## src/rtl/npa_pkg.sv

```systemverilog
// ----------------------------------------------------------------------------
// npa_pkg
// Shared types and constants of the nibble packet phase aligner.
// ----------------------------------------------------------------------------
`default_nettype none
package npa_pkg;

    localparam int DEF_BUFFER_BYTES         = 4090;
    localparam int DEF_RING_DEPTH           = 4096;
    localparam int DEF_SCORE_WINDOW_BYTES   = 800;
    localparam int DEF_MAX_WORDS_PER_BUFFER = 1024;

    localparam int          PHASE_COUNT    = 10;
    localparam int          WORD_NIBBLES   = 8;
    localparam int          TAIL_MAX       = 9;
    localparam logic [15:0] HEARTBEAT_ADDR = 16'hC0FF;
    localparam int          PADDR_W        = 4;
    localparam int          OUT_TDATA_W    = 112;

    localparam logic [15:0] RESET_WINDOW_LOW  = 16'd49152;
    localparam logic [15:0] RESET_WINDOW_HIGH = 16'd49407;

    typedef enum logic [1:0] {
        REG_LENGTH_EOF_MODE = 2'd0,
        REG_WINDOW_LOW      = 2'd1,
        REG_WINDOW_HIGH     = 2'd2
    } npa_reg_t;

    typedef enum logic [2:0] {
        ST_IDLE,
        ST_POP,
        ST_SCORE_START,
        ST_SCORE,
        ST_PICK,
        ST_STITCH,
        ST_WALK,
        ST_FINISH
    } npa_state_t;

    typedef struct packed {
        logic capture;
        logic pop;
        logic eob_clear;
        logic stream_start;
        logic walk_mode;
        logic stream_en;
        logic pick_step;
        logic stitch;
        logic finish;
        logic load_simple;
        logic load_pop;
    } npa_cmd_t;

    typedef struct packed {
        logic stream_done;
        logic pick_last;
        logic out_free;
    } npa_status_t;

endpackage
`default_nettype wire

```

## src/rtl/npa_ctrl.sv

```systemverilog
// ----------------------------------------------------------------------------
// npa_ctrl
// Controller: accepts items and sequences scoring, phase pick, stitch,
// walk and result hand-off.
// ----------------------------------------------------------------------------
`default_nettype none
module npa_ctrl (
    input  wire                  aclk,
    input  wire                  aresetn,
    input  wire                  s_tvalid,
    output logic                 s_tready,
    input  wire                  s_op,
    input  wire                  s_tlast,
    input  npa_pkg::npa_status_t status,
    output npa_pkg::npa_cmd_t    cmd
);
    import npa_pkg::*;

    npa_state_t state_reg;
    npa_state_t state_next;

    always_ff @(posedge aclk) begin
        if (!aresetn) begin
            state_reg <= ST_IDLE;
        end else begin
            state_reg <= state_next;
        end
    end

    always_comb begin
        state_next = state_reg;
        cmd        = '0;
        s_tready   = 1'b0;
        unique case (state_reg)
            ST_IDLE: begin
                s_tready = status.out_free;
                if (s_tvalid && status.out_free) begin
                    if (s_op) begin
                        cmd.pop    = 1'b1;
                        state_next = ST_POP;
                    end else begin
                        cmd.capture = 1'b1;
                        if (s_tlast) begin
                            cmd.eob_clear = 1'b1;
                            state_next    = ST_SCORE_START;
                        end else begin
                            cmd.load_simple = 1'b1;
                        end
                    end
                end
            end
            ST_POP: begin
                cmd.load_pop = 1'b1;
                state_next   = ST_IDLE;
            end
            ST_SCORE_START: begin
                cmd.stream_start = 1'b1;
                state_next       = ST_SCORE;
            end
            ST_SCORE: begin
                cmd.stream_en = 1'b1;
                if (status.stream_done) begin
                    state_next = ST_PICK;
                end
            end
            ST_PICK: begin
                cmd.pick_step = 1'b1;
                if (status.pick_last) begin
                    state_next = ST_STITCH;
                end
            end
            ST_STITCH: begin
                cmd.stitch       = 1'b1;
                cmd.stream_start = 1'b1;
                cmd.walk_mode    = 1'b1;
                state_next       = ST_WALK;
            end
            ST_WALK: begin
                cmd.stream_en = 1'b1;
                if (status.stream_done) begin
                    state_next = ST_FINISH;
                end
            end
            ST_FINISH: begin
                if (status.out_free) begin
                    cmd.finish = 1'b1;
                    state_next = ST_IDLE;
                end
            end
            default: begin
                state_next = ST_IDLE;
            end
        endcase
    end

endmodule
`default_nettype wire

```

## config.mk

```make
export PLATFORM = sky130hd
export DESIGN_NAME = npa_ctrl
export DESIGN_NICKNAME = d
export VERILOG_FILES = /design/src/rtl/npa_pkg.sv /design/src/rtl/npa_ctrl.sv
export SDC_FILE = /design/constraint.sdc
export NUM_CORES = 1
export LEC_CHECK = 0
export BUFFER_PORTS_ARGS = -buffer_cell sky130_fd_sc_hd__buf_2
export CORE_AREA = 2 2 39 41
export CTS_CLUSTER_SIZE = 16
export DETAILED_ROUTE_END_ITERATION = 7
export DIE_AREA = 0 0 41 43
export HOLD_SLACK_MARGIN = 0.15
export RECOVER_POWER = 25
export SYNTH_ARGS = -nofsm -noshare
export SYNTH_HDL_FRONTEND = slang
export SYNTH_SLANG_ARGS = --single-unit
```

## constraint.sdc

```tcl
create_clock -name aclk -period 1.4 [get_ports aclk]
set_clock_uncertainty 0.05 [all_clocks]
set_input_delay 0.28 -clock aclk [delete_from_list [all_inputs] [get_ports aclk]]
set_output_delay 0.28 -clock aclk [all_outputs]
set_load 0.01 [all_outputs]
```

# Word-level counts from Yosys, hierarchy flattened
# Cells that the tools add are included.
[totals] regBits=3 latch_bits=0 ramBits=0 mem_bits_ro=0 output_inout_bits=12 word_cells=45 memories=0
[classes] add_sub_neg=0 multipliers=0 div=0 magnitude_cmp=0 eq_ne=13 n_shift=0 n_mux=26 bitwise=0 n_reduce_logical=5
[op_table] cell="3-bit two-way mux" count=9
[op_table] cell="3-bit one-hot mux with 8 select lines" count=1
[op_table] cell="1-bit two-way mux" count=16
[op_table] cell="3-bit == test, second input constant" count=4
[op_table] cell="2-bit inequality test, second input constant" count=5
[op_table] cell="3-bit by 2-bit == test with 1-bit output, second input constant" count=2
[op_table] cell="6-bit AND reduction" count=1
[op_table] cell="2-bit OR reduction" count=2
[op_table] cell="3-bit by 1-bit == test with 1-bit output, second input constant" count=1
[op_table] cell="3-bit logical NOT" count=1
[op_table] cell="3-bit inequality test, second input constant" count=1
[op_table] cell="1-bit logical AND" count=1

# Depth between registers and ports, before layout
[logic_depth] ltp_word=4 mapped_depth=6 mapped_depth_nobuf=4

# Worst setup path after synthesis
# OpenSTA, ideal clock, no wires.
[synth_path] path_type="reg-to-output" startpoint="register state_reg[0]" endpoint="output cmd[1] (netlist name)" t_arrival_ns=1.142 required_time_ns=1.070 path_slack_ns=-0.072 path_stages_with_launch=5 path_buffers=1 path_cell_list="dfxtp_1 buf_6 nor4_1 and2b_1 nor2b_1"
[synth_rtl] item="start: declaration" line_no="npa_ctrl.sv:19" text="npa_state_t state_reg;"
[synth_rtl] item="start signal: assignment" line_no="npa_ctrl.sv:26" text="state_reg <= state_next;"
[synth_rtl] item="end: declaration" line_no="npa_ctrl.sv:15" text="output npa_pkg::npa_cmd_t cmd"

==> summary.md <==
| Metric | Value |
|---|---|
| Status | finished, violations left |
| Failing checks | setup timing |
| Area of placed instances | approximately 540 um2 |
| Post-synth cell types | 31 |
| Achievable Freq | slightly above 0.6 GHz |
| Final Hold Vio Count | 0 |
| Post-synth top area share | 15.53% |
| Drt initial violations | 4 |
| Required time of the critical path | 1.07 ns |
| Seq/Total Area, Yosys | 15.53% |
| Synth Flop Type | dfxtp_1 |
| Drc violations | 0 |
| Root Buffer | clkbuf_4 |
| TritonCTS Buffers | 3 |
| Crit path time final | ~1.6 ns |
| WL final | ~1200 um |
| Via count | 494 |
| Final #Nets | between 90 and 100 |
| Design Area, Final | between 700 and 800 um2 |
| Synthesized net count | 58 |
| Total Routing Usage GR | around 15% |
| Fin crit share | 117.5% |
| R2R cell count | 7 |
| Ys async rst share | 0% |
| Power per Cell Area | 1641 nW/um2 |
| IR drop worst, VDD | 0.6842 mV |
| Worst min-delay path class | primary input to flop |
| CP endpoint | cmd[8] |
| Largest cells by area after synthesis | dfxtp_1 16%, buf_6 15%, and2_1 4.9% |
| P&R area growth vs syn | 89.97% |
| CP max FO | 4 |
| Tightest Pin Transition | ~0.28 ns |
| Synthesis warning total | 0 |
| Slew Viols, Final | 0 |
| Die area | between 1500 and 2000 um2 |
| 1st-pass router iterations | 4 |
| Die X | 41 um |
| Hold_sp | aresetn |
| Core area | around 1400 um2 |
| CP Capture Type | output pin |
| Gpl congestion | 0.8447 |
| Global-route wire length before repair | roughly 1800 um |
| Max_cap viols | 0 |
| Worst Setup SP | state_reg[1]$_SDFFE_PN0P_ |
| Syn avg cell area | between 7 and 8 um2 |
| Reg2reg start | state_reg[1]$_SDFFE_PN0P_ |
| CTS tree | done |
| Pleak | ~0.36 nW |
| Post-synth EDFFs | 0 |
| RSZ-0062 raised after global routing | true |
| Max-slew headroom | 81.02% |
| Reg area | 71.32 um2 |
| Startpoint types | flop |
| Fraction of layout instances using a drive strength above 1 | 65.91% |
| Setup CP Type | flop to output pin |
| Top-count cell post-synth | buf_6 |
| R2R Path End | state_reg[1]$_SDFFE_PN0P_ |
| Global route overflow | 0 |
| Synthesized cell area | 386.6 um2 |
| Number of port buffers | 19 |
| Starting density of the core | 27.94% |
| Setup ws final | -0.2449 ns |
| Top cell type by total area after synthesis | dfxtp_1 |
| Vias in the first global route | between 400 and 500 |
| Worst-Skew Late Latency | 0.23 ns |
| H-tree levels | 1 |
| Setup-failing EPs final | 14 |
| Fin util | 53.07% |
| Reg clk slew, reported paths | 0.03 ns |
| Synth Register Bits | 3 |
| Crit path DAT | about 1.3 ns |
| Clock sinks | 3 |
| Clock tree buffer depth | 2 |
| Die height | about 43 um |
| Max reg flops | 3 |
| Fillers | roughly 140 |
| WL/cell | 11.93 um |
| Largest net degree at the start of global routing | 14 |
| Final ANT Viol Nets | 0 |
| # rows | 14 |
| Initial antenna violation count | 0 |
| Vias/cell | 4.750 |
| # diodes | 0 |
| FF-to-FF setup slack | -0.11 ns |
| Gate Count Post-Synth | 50 |
| Multi-input gate area | 296.5 um2 |
| I/O pins | 20 |
==> cell families after synthesis <==
| logic type | synth area share [%] |
|---|---|
| xor+xnor | 2.266 |
| mux | 2.589 |
| simple gates | 38.19 |
| compound gates | 22.00 |
| buf+inv | 19.42 |
| flops | 15.53 |
==> timing repair <==
action / CTS / global route
gates resized for setup: 17 / 4
setup buffers: 8 / 3
setup endpoints to repair: 14 / 14
hold buffers: 0 / 0
pin swaps: 4 / 4
==> stage by stage <==
stage / setup TNS (ns) / instances / hold slack (ns) / power (mW) / worst slack [ns]
6_report: -1.905 / 104 / 0.2657 / 1.205 / -0.2449
5_1_grt: -2.635 / 104 / 0.2824 / 1.293 / -0.3143
4_1_cts: -1.578 / 101 / 0.2578 / 1.116 / -0.2305
3_5_place_dp: -0.1762 / 89 / 0.5061 / 0.7718 / -0.08023
3_3_place_gp: -0.09686 / 89 / 0.5124 / 0.7596 / -0.05229
2_1_floorplan: 0 / 50 / 0.3789 / 0.6096 / 0.01338
==> critical path, stage by stage (launching register included) <==
cell and delay (ns):
dfxtp_4 0.35, nor4_4 0.29, and2b_2 0.20, and2_1 0.12, buf_2 0.12
==> per-layer routing <==
| metal | routed length (um) | GRT usage [%] | part of all wire [%] | vias up |
|---|---|---|---|---|
| met5 | 0 | 0 | 0 | - |
| met4 | 0 | 9.333 | 0 | 0 |
| met1 | 502 | 17.63 | 40 | 218 |
| li1 | - | - | - | 256 |
| met3 | 95 | 2.618 | 7.7 | 0 |
| met2 | 643 | 24.06 | 52 | 20 |
==> worst min path at each step <==
stage | to | slack [ns] | depth (start not counted)
global route | state_reg[0]$_SDFFE_PN0P_ | 0.28 | 3
finish | state_reg[0]$_SDFFE_PN0P_ | 0.27 | 3
floorplan | state_reg[0]$_SDFFE_PN0P_ | 0.38 | 2
CTS | state_reg[0]$_SDFFE_PN0P_ | 0.26 | 3
global placement | state_reg[0]$_SDFFE_PN0P_ | 0.51 | 3
detailed placement | state_reg[0]$_SDFFE_PN0P_ | 0.51 | 3
==> where the power goes <==
group / internal, mW / switching [mW]
Sequential: 0.133 / 0.0469
Combinational: 0.506 / 0.374
Clock: 0.106 / 0.0381
==> area by class of cell <==
class / count / area share, %
well taps: 16 / 2.726
multi-input cells: 38 / 40.37
flip-flops and latches: 3 / 9.710
inverters: 3 / 1.533
clock buffers: 4 / 3.578
repair buffers: 40 / 42.08
==> placed cells by master (no fill, tap or decap), types with 3 or more instances in the layout <==
| master | Yosys | final |
|---|---|---|
| buf_2 | 0 | 15 |
| buf_6 | 5 | 9 |
| nand3_1 | 3 | 3 |
| dfxtp_4 | 0 | 3 |
| nor2_1 | 3 | 3 |
| buf_4 | 1 | 15 |
| nor3_1 | 3 | 3 |
| clkbuf_4 | 0 | 3 |
Power figures use the tool's default switching activity.
